[src/rtl/smoothed_crc_commit_chain_macros.svh]
// Assertion macros for the smoothed CRC commit chain.
// No dependencies; included by files that carry concurrent checks.
`ifndef SMOOTHED_CRC_COMMIT_CHAIN_MACROS_SVH
`define SMOOTHED_CRC_COMMIT_CHAIN_MACROS_SVH

// Same-cycle implication, disabled while reset is asserted.
`define SCC_ASSERT_NOW(label, clk, rstn, ante, cons, msg) \
  label: assert property (@(posedge clk) disable iff (!(rstn)) (ante) |-> (cons)) \
    else $error(msg);

// Next-cycle implication, disabled while reset is asserted.
`define SCC_ASSERT_NEXT(label, clk, rstn, ante, cons, msg) \
  label: assert property (@(posedge clk) disable iff (!(rstn)) (ante) |=> (cons)) \
    else $error(msg);

`endif

[src/rtl/scc_pkg.sv]
// Package for the smoothed CRC commit chain: constants and sequencer state type.
// No dependencies.
package scc_pkg;

  localparam logic [31:0] CRC_POLY    = 32'h82F6_3B78;
  localparam logic [31:0] CRC_INIT    = 32'hFFFF_FFFF;
  localparam logic [16:0] ONE_Q16     = 17'd65536;
  localparam logic [16:0] HALF_Q16    = 17'd32768;
  localparam logic [63:0] MIX_XOR     = 64'h9E37_79B1_85EB_CA87;
  localparam logic [63:0] SEED_RESET  = 64'hDEAD_BEEF_CAFE_BABE;
  // Mixer multiplier 0x100000001B3 = 2^MIX_SHIFT + MIX_MUL_LO
  localparam int unsigned MIX_SHIFT   = 40;
  localparam logic [8:0]  MIX_MUL_LO  = 9'h1B3;
  // Byte counts of the two CRC passes, as last byte index
  localparam logic [3:0]  CHECK_LAST  = 4'd11;
  localparam logic [3:0]  CHAIN_LAST  = 4'd7;

  typedef enum logic [5:0] {
    ST_IDLE   = 6'b000001,
    ST_CHECK  = 6'b000010,
    ST_CHAIN  = 6'b000100,
    ST_MIX    = 6'b001000,
    ST_COMMIT = 6'b010000,
    ST_OUT    = 6'b100000
  } scc_state_e;

endpackage

[src/rtl/smoothed_crc_commit_chain.sv]
// Smoothed CRC commit chain, top level. Depends on scc_pkg, scc_crc_byte, macros header.
// Words are handled one at a time by the byte-serial CRC32C unit (12 check bytes, then
//   8 chain bytes and a mixer multiply step, both skipped on rollback), then commit/output steps.
// Reset (rst_ni low, async): state returns to its reset values with mixer = seed xor constant,
//   output empty; a seed write reinitialises the architectural state, not the sequencer or output.
module smoothed_crc_commit_chain import scc_pkg::*; (
  input  logic        clk_i,
  input  logic        rst_ni,
  // seed register write
  input  logic        cfg_we_i,
  input  logic [63:0] cfg_wdata_i,
  // input channel
  input  logic        in_valid_i,
  output logic        in_stall_o,
  input  logic [16:0] coherence_sample_i,
  input  logic [16:0] entropy_sample_i,
  input  logic [31:0] measurement_hash_i,
  // output channel
  output logic        out_valid_o,
  input  logic        out_stall_i,
  output logic        committed_o,
  output logic [16:0] phi_value_o,
  output logic [31:0] chain_value_o,
  output logic [31:0] last_check_o,
  output logic [63:0] mixer_value_o,
  output logic [31:0] commit_count_o
);

`include "smoothed_crc_commit_chain_macros.svh"

  // ---------------------------------------------------------------------------
  // Architectural state (rolled back by simply not writing it)
  // ---------------------------------------------------------------------------
  logic [16:0] smooth_coh_q;
  logic [16:0] smooth_ent_q;
  logic [16:0] phi_reg_q;
  logic [31:0] check_reg_q;
  logic [31:0] chain_reg_q;
  logic [63:0] mixer_q, mixer_d;
  logic [31:0] step_count_q;

  // ---------------------------------------------------------------------------
  // Per-word working registers
  // ---------------------------------------------------------------------------
  scc_state_e  state_q, state_d;
  logic [3:0]  byte_cnt_q;
  logic [31:0] crc_q;
  logic [16:0] coh_q;      // smoothed coherence of this word
  logic [16:0] ent_q;      // smoothed entropy of this word
  logic [31:0] hash_q;
  logic [16:0] phi_q;
  logic [31:0] chk_q;
  logic        commit_q;
  logic [63:0] mix_x_q;    // mixer xor check
  logic [63:0] mix_p_q;    // low partial product

  // Output register
  logic        out_valid_q;
  logic        out_commit_q;
  logic [16:0] out_phi_q;
  logic [31:0] out_chain_q;
  logic [31:0] out_check_q;
  logic [63:0] out_mixer_q;
  logic [31:0] out_count_q;

  logic in_accept;
  logic out_free;
  logic out_load;

  assign in_stall_o = (state_q != ST_IDLE);
  assign in_accept  = in_valid_i & ~in_stall_o;
  assign out_free   = ~out_valid_q | ~out_stall_i;
  assign out_load   = (state_q == ST_OUT) & out_free;

  // ---------------------------------------------------------------------------
  // Smoothing: (3*old + new) / 4, which equals (old*49152 + new*16384) >> 16.
  // 19 bits hold the widest sum exactly.
  // ---------------------------------------------------------------------------
  logic [18:0] coh_sum;
  logic [18:0] ent_sum;

  assign coh_sum = {2'b00, smooth_coh_q} + {1'b0, smooth_coh_q, 1'b0}
                 + {2'b00, coherence_sample_i};
  assign ent_sum = {2'b00, smooth_ent_q} + {1'b0, smooth_ent_q, 1'b0}
                 + {2'b00, entropy_sample_i};

  // phi = (1 - entropy) * coherence, with 1 - entropy saturating at zero
  logic [16:0] inv_ent;
  logic [33:0] phi_prod;

  assign inv_ent  = (ent_q >= ONE_Q16) ? 17'd0 : (ONE_Q16 - ent_q);
  assign phi_prod = {17'd0, inv_ent} * {17'd0, coh_q};

  // ---------------------------------------------------------------------------
  // Shared CRC32C byte unit; byte source depends on the pass
  // ---------------------------------------------------------------------------
  logic [95:0] check_msg;
  logic [63:0] chain_msg;
  logic [7:0]  crc_byte;
  logic [31:0] crc_next;
  logic [31:0] chk_final;

  assign check_msg = {hash_q, 15'd0, ent_q, 15'd0, coh_q};
  assign chain_msg = {chain_reg_q, 15'd0, phi_q};
  assign crc_byte  = (state_q == ST_CHAIN) ? chain_msg[{byte_cnt_q[2:0], 3'b000} +: 8]
                                           : check_msg[{byte_cnt_q, 3'b000} +: 8];
  assign chk_final = ~crc_next;

  scc_crc_byte u_crc (
    .crc_i  (crc_q),
    .data_i (crc_byte),
    .crc_o  (crc_next)
  );

  // Mixer update: (x * 0x1B3) + (x << 40), mod 2^64
  assign mixer_d = mix_p_q + {mix_x_q[63-MIX_SHIFT:0], {MIX_SHIFT{1'b0}}};

  // ---------------------------------------------------------------------------
  // Sequencer
  // ---------------------------------------------------------------------------
  always_comb begin
    state_d = state_q;
    unique case (state_q)
      ST_IDLE:   if (in_accept) state_d = ST_CHECK;
      ST_CHECK: begin
        if (byte_cnt_q == CHECK_LAST) begin
          // zero check: roll back, skip the chain pass
          state_d = (chk_final == 32'd0) ? ST_COMMIT : ST_CHAIN;
        end
      end
      ST_CHAIN:  if (byte_cnt_q == CHAIN_LAST) state_d = ST_MIX;
      ST_MIX:    state_d = ST_COMMIT;
      ST_COMMIT: state_d = ST_OUT;
      ST_OUT:    if (out_free) state_d = ST_IDLE;
      default:   state_d = ST_IDLE;
    endcase
  end

  always_ff @(posedge clk_i or negedge rst_ni) begin
    if (!rst_ni) begin
      state_q <= ST_IDLE;
    end else begin
      state_q <= state_d;
    end
  end

  // Working datapath: no reset needed, every field is loaded before use
  always_ff @(posedge clk_i) begin
    unique case (state_q)
      ST_IDLE: begin
        if (in_accept) begin
          coh_q      <= coh_sum[18:2];
          ent_q      <= ent_sum[18:2];
          hash_q     <= measurement_hash_i;
          crc_q      <= CRC_INIT;
          byte_cnt_q <= '0;
        end
      end
      ST_CHECK: begin
        phi_q <= phi_prod[32:16];
        if (byte_cnt_q == CHECK_LAST) begin
          chk_q      <= chk_final;
          commit_q   <= (chk_final != 32'd0);
          mix_x_q    <= mixer_q ^ {32'd0, chk_final};
          crc_q      <= CRC_INIT;
          byte_cnt_q <= '0;
        end else begin
          crc_q      <= crc_next;
          byte_cnt_q <= byte_cnt_q + 4'd1;
        end
      end
      ST_CHAIN: begin
        byte_cnt_q <= byte_cnt_q + 4'd1;
        if (byte_cnt_q == CHAIN_LAST) begin
          crc_q <= ~crc_next;  // final chain value
        end else begin
          crc_q <= crc_next;
        end
      end
      ST_MIX: begin
        mix_p_q <= mix_x_q * {55'd0, MIX_MUL_LO};
      end
      default: begin
      end
    endcase
  end

  // ---------------------------------------------------------------------------
  // Architectural state: seed write reinitialises, commit advances
  // ---------------------------------------------------------------------------
  always_ff @(posedge clk_i or negedge rst_ni) begin
    if (!rst_ni) begin
      smooth_coh_q <= HALF_Q16;
      smooth_ent_q <= HALF_Q16;
      phi_reg_q    <= ONE_Q16;
      check_reg_q  <= '0;
      chain_reg_q  <= '0;
      mixer_q      <= SEED_RESET ^ MIX_XOR;
      step_count_q <= '0;
    end else if (cfg_we_i) begin
      smooth_coh_q <= HALF_Q16;
      smooth_ent_q <= HALF_Q16;
      phi_reg_q    <= ONE_Q16;
      check_reg_q  <= '0;
      chain_reg_q  <= '0;
      mixer_q      <= cfg_wdata_i ^ MIX_XOR;
      step_count_q <= '0;
    end else if ((state_q == ST_COMMIT) && commit_q) begin
      smooth_coh_q <= coh_q;
      smooth_ent_q <= ent_q;
      phi_reg_q    <= phi_q;
      check_reg_q  <= chk_q;
      chain_reg_q  <= crc_q;
      mixer_q      <= mixer_d;
      step_count_q <= step_count_q + 32'd1;
    end
  end

  // ---------------------------------------------------------------------------
  // Output register: hold while stalled, load a new word once the slot frees
  // ---------------------------------------------------------------------------
  always_ff @(posedge clk_i or negedge rst_ni) begin
    if (!rst_ni) begin
      out_valid_q <= 1'b0;
    end else if (out_load) begin
      out_valid_q <= 1'b1;
    end else if (~out_stall_i) begin
      out_valid_q <= 1'b0;
    end
  end

  always_ff @(posedge clk_i) begin
    if (out_load) begin
      out_commit_q <= commit_q;
      out_phi_q    <= phi_reg_q;
      out_chain_q  <= chain_reg_q;
      out_check_q  <= check_reg_q;
      out_mixer_q  <= mixer_q;
      out_count_q  <= step_count_q;
    end
  end

  assign out_valid_o    = out_valid_q;
  assign committed_o    = out_commit_q;
  assign phi_value_o    = out_phi_q;
  assign chain_value_o  = out_chain_q;
  assign last_check_o   = out_check_q;
  assign mixer_value_o  = out_mixer_q;
  assign commit_count_o = out_count_q;

  // ---------------------------------------------------------------------------
  // Assertions
  // ---------------------------------------------------------------------------
  `SCC_ASSERT_NOW(a_rollback_zero_check, clk_i, rst_ni,
    (state_q == ST_COMMIT) && !commit_q, chk_q == 32'd0, "rollback with nonzero check")
  `SCC_ASSERT_NEXT(a_commit_counts, clk_i, rst_ni,
    (state_q == ST_COMMIT) && commit_q && !cfg_we_i,
    step_count_q == $past(step_count_q) + 32'd1, "commit did not advance the counter")
  `SCC_ASSERT_NEXT(a_out_load, clk_i, rst_ni,
    out_load, out_valid_o && (committed_o == $past(commit_q)), "output word not loaded")

endmodule

[src/rtl/scc_crc_byte.sv]
// One-byte CRC32C step (reflected polynomial), shared by both CRC passes.
// Depends on scc_pkg.
module scc_crc_byte import scc_pkg::*; (
  input  logic [31:0] crc_i,
  input  logic [7:0]  data_i,
  output logic [31:0] crc_o
);

  always_comb begin
    logic [31:0] c;
    c = crc_i ^ {24'd0, data_i};
    for (int b = 0; b < 8; b++) begin
      c = c[0] ? ((c >> 1) ^ CRC_POLY) : (c >> 1);
    end
    crc_o = c;
  end

endmodule

[config.mk]
export PLATFORM = sky130hd
export DESIGN_NAME = smoothed_crc_commit_chain
export DESIGN_NICKNAME = d
export VERILOG_FILES = /design/src/rtl/scc_pkg.sv /design/src/rtl/smoothed_crc_commit_chain.sv /design/src/rtl/scc_crc_byte.sv
export VERILOG_INCLUDE_DIRS = /design/src /design/src/rtl
export SDC_FILE = /design/constraint.sdc
export NUM_CORES = 2
export LEC_CHECK = 0
export BUFFER_PORTS_ARGS = -buffer_cell sky130_fd_sc_hd__buf_2
export CAP_MARGIN = 20
export CORE_MARGIN = 2
export CORE_UTILIZATION = 38
export CTS_CLUSTER_DIAMETER = 40
export DETAILED_ROUTE_END_ITERATION = 12
export PLACE_DENSITY = 0.63
export SLEW_MARGIN = 20
export SYNTH_ARGS = -nofsm -noshare
export SYNTH_HDL_FRONTEND = slang
export SYNTH_HIERARCHICAL = 1
export SYNTH_SLANG_ARGS = --single-unit
[constraint.sdc]
create_clock -name clk_i -period 9.2 [get_ports clk_i]
set_input_delay 0.46 -clock clk_i [delete_from_list [all_inputs] [get_ports clk_i]]
set_output_delay 0.46 -clock clk_i [all_outputs]
set_load 0.02 [all_outputs]
==> impl_metrics.env <==
export IMPL_initial_core_util_pct=38.34
export IMPL_muxShareOfSynthArea_pct=1.609
export IMPL_multi_input_area_um2=25830
export IMPL_num_rows=130
export IMPL_cap_violations=0
export IMPL_hold_viol_final=0
export IMPL_grt_pass1_vias=34390
export IMPL_cp_top_family="adder cells"
export IMPL_syn_area_per_cell_um2=10.94
export IMPL_finalNonFillerCells=6579
export IMPL_worstMarginPinSlew_ps=1107
export IMPL_insertion_delay_ps=730
export IMPL_die_area_um2=129700
export IMPL_clk_path_buf_depth=3
export IMPL_fp_dieH_um=360.2
export IMPL_status="complete, no violations"
export IMPL_drt_iter0_markers=2854
export IMPL_antenna_left=0
export IMPL_synth_edf_count=458
export IMPL_fin_util_pct=45.17
export IMPL_synth_cells=4408
export IMPL_portBuffers=314
export IMPL_synthSimpleGateAreaFrac_pct=11.16
export IMPL_post_cts_buffers=0
export IMPL_setup_viol=0
export IMPL_clock_sinks=676
export IMPL_path_clk_slew_ps=60
export IMPL_place_ws_ps=396.1
export IMPL_crit_required_ps=9660
export IMPL_critPathLaunchType="register"
export IMPL_synthArstFlopShare_pct=32.25
export IMPL_crit_top_cell="fa_1"
export IMPL_critPathMaxStageDelay_ps=540
export IMPL_slowest_stage="fa_1"
export IMPL_fp_dieW_um=360.2
export IMPL_setup_tns_ps=0
export IMPL_yosys_warnings=6
export IMPL_dr_pass1_iters=6
export IMPL_clockRootBuffer="clkbuf_16"
export IMPL_period_share_pct=92.50
export IMPL_max_freq_mhz=117.5
export IMPL_viasPerCell=5.051
export IMPL_cts_buffers=110
export IMPL_synth_top_family_by_area="adder cells"
export IMPL_synth_cell_types=82
export IMPL_drc=0
export IMPL_drv_slew=0
export IMPL_nFillCells=11700
export IMPL_synth_seq_area_share_pct=39.94
export IMPL_h_tree_depth=3
export IMPL_place_congestion=0.9154
export IMPL_synthFlopType="edfxtp_1"
export IMPL_syn_nets=5318
export IMPL_drive_gt1_share_pct=13.86
export IMPL_area_delta_synth_final_pct=17.81
export IMPL_routedWlPerCell_um=21.15
export IMPL_dp_cells=6276
export IMPL_grt_first_pass_wirelength_um=211700
export IMPL_syn_area_um2=48200
export IMPL_criticalPathCategory="register to register"
export IMPL_fin_ws_ps=689.6
export IMPL_final_seq_area_um2=19250
export IMPL_synth_xor_area_share_pct=5.274
export IMPL_hp_class="primary input to register"
export IMPL_critPathArrivalTime_ps=8970
export IMPL_rsz0062_at_grt="false"
export IMPL_routed_wl_um=139100
export IMPL_n_antenna_cell=0
export IMPL_ys_ff_latch=676
export IMPL_clock_skew_ps=36.34
export IMPL_synth_adder_area_share_pct=27.61
export IMPL_track_usage_pct=21.58
export IMPL_core_area_um2=125700
export IMPL_pin_count=315
export IMPL_hpwl_um=107100
export IMPL_antenna_found_initial=13
export IMPL_path_max_fanout=17
export IMPL_cts_tree="done"
export IMPL_nets=5742
export IMPL_overflow=0
export IMPL_synth_compound_area_share_pct=7.753
export IMPL_min_period_ps=8510
export IMPL_num_vias=33230
export IMPL_endpoint_kind="register"
export IMPL_slew_headroom_pct=25.94
export IMPL_cp_num_buf_inv=5
export IMPL_grt_max_degree=143
synthesized netlist by cell type (5+ instances only):
master | n | area share, %
nor2b_1 | 25 | 0.32
a222oi_1 | 7 | 0.15
xor2_1 | 63 | 1.1
nand2b_1 | 9 | 0.12
and2_1 | 97 | 1.3
edfxtp_1 | 458 | 29
a22o_1 | 15 | 0.27
nand4_1 | 29 | 0.38
inv_1 | 694 | 5.4
a21oi_1 | 285 | 3.0
buf_2 | 6 | 0.062
a21o_1 | 60 | 0.93
nand2_1 | 584 | 4.5
nor3b_1 | 8 | 0.12
dfstp_2 | 34 | 1.9
o31ai_1 | 7 | 0.11
nor4_1 | 12 | 0.16
o211ai_1 | 11 | 0.17
clkbuf_1 | 137 | 1.1
o21bai_1 | 10 | 0.16
o21ai_0 | 99 | 1.0
and3_1 | 82 | 1.1
nor2_1 | 195 | 1.5
a31oi_1 | 11 | 0.14
xnor2_2 | 7 | 0.24
ha_1 | 294 | 7.6
buf_4 | 5 | 0.078
and4_1 | 10 | 0.18
buf_1 | 6 | 0.047
a211o_1 | 7 | 0.13
mux2_2 | 12 | 0.28
o21a_1 | 25 | 0.39
or3_1 | 14 | 0.18
fa_1 | 481 | 20
mux4_2 | 16 | 0.75
a21boi_0 | 6 | 0.093
nand3_1 | 58 | 0.60
xnor2_1 | 186 | 3.4
or2_2 | 7 | 0.091
a211oi_1 | 14 | 0.22
mux2i_1 | 28 | 0.58
nor3_1 | 36 | 0.37
dfrtp_1 | 184 | 9.6
path summary, 6_finish.rpt:
path	startpoint	to	slack (ps)	cells after the start
worst max-delay path	ent_q[1]	phi_q[16]	690	32
worst min-delay path	cfg_wdata_i[54]	mixer_q[54]	90	3
worst max register to register	ent_q[1]	phi_q[16]	690	32
worst min register to register	check_reg_q[2]	last_check_o[2]	440	0
max in group asynchronous	rst_ni	mixer_q[9]	7650	3
min in group asynchronous	rst_ni	step_count_q[9]	260	2
metal layers:
metal	part of all wire (%)	GRT usage, %	wire length [um]
met3	8.3	5.858	11550
met2	45	32.93	62110
met5	0.11	0	154
met4	3.2	7.563	4512
met1	44	29.56	60790
cell usage in the layout, fill, tap and decap left out, drive strengths merged, types with 25 or more instances in the layout:
cell	instances
nor2	195
xnor2	194
clkbuf	124
inv	721
nand2	584
nand4	29
fa	481
nor2b	25
dfstp	34
and3	82
a21oi	287
edfxtp	458
buf	371
clkinv	28
mux2i	28
a21o	60
o21a	25
dlygate4sd3	94
xor2	66
and2	97
ha	294
nor3	37
nand3	58
o21ai	100
dfrtp	184
sequential cells by signal (all words and copies together) (netlist names), 32 cells and up:
name	cells
chk_q	32
chain_value_o	32
mixer_value_o	64
chain_reg_q	32
mixer_q	64
hash_q	32
commit_count_o	32
check_reg_q	32
mix_p_q	64
crc_q	32
last_check_o	32
mix_x_q	64
step_count_q	32
cells by family (layout without fill, tap and decap cells):
logic type / count (synthesis) / after routing
flops: 676 / 676
compound gates: 607 / 607
buf+inv: 848 / 1369
mux: 56 / 56
fa+ha+maj: 775 / 775
xor+xnor: 266 / 266
simple gates: 1180 / 1180
timing repair:
action / 4_1_cts / 5_1_grt
gates resized for setup: 0 / 4
hold buffers: 94 / 0
setup endpoints to repair: 0 / 4
hold endpoints to repair: 141 / 0
through the flow:
step           hold WS [ps]  area, um^2
2_1_floorplan         164.4       48210
3_3_place_gp          416.0       51760
3_5_place_dp          416.1       51780
4_1_cts               40.53       56770
5_1_grt               84.18       56790
6_report              85.49       56790
worst min-delay path: cells and delay by family:
| kind | cells | cell delay (ps) |
|---|---|---|
| compound gates | 2 | 150 |
| buf+inv | 1 | 150 |
final cells by class:
class                           count  area share, %
Tap cell                         1650          3.635
Multi-Input combinational cell   2884          45.47
Timing Repair Buffer              466          5.281
Inverter                          694          4.587
Sequential cell                   676          33.90
Clock buffer                      123          5.080
Clock inverter                     86          2.044
Power is left out: the tool's default activity adds up to more than one toggle a clock period on the data nets, which glitch-free logic cannot reach.
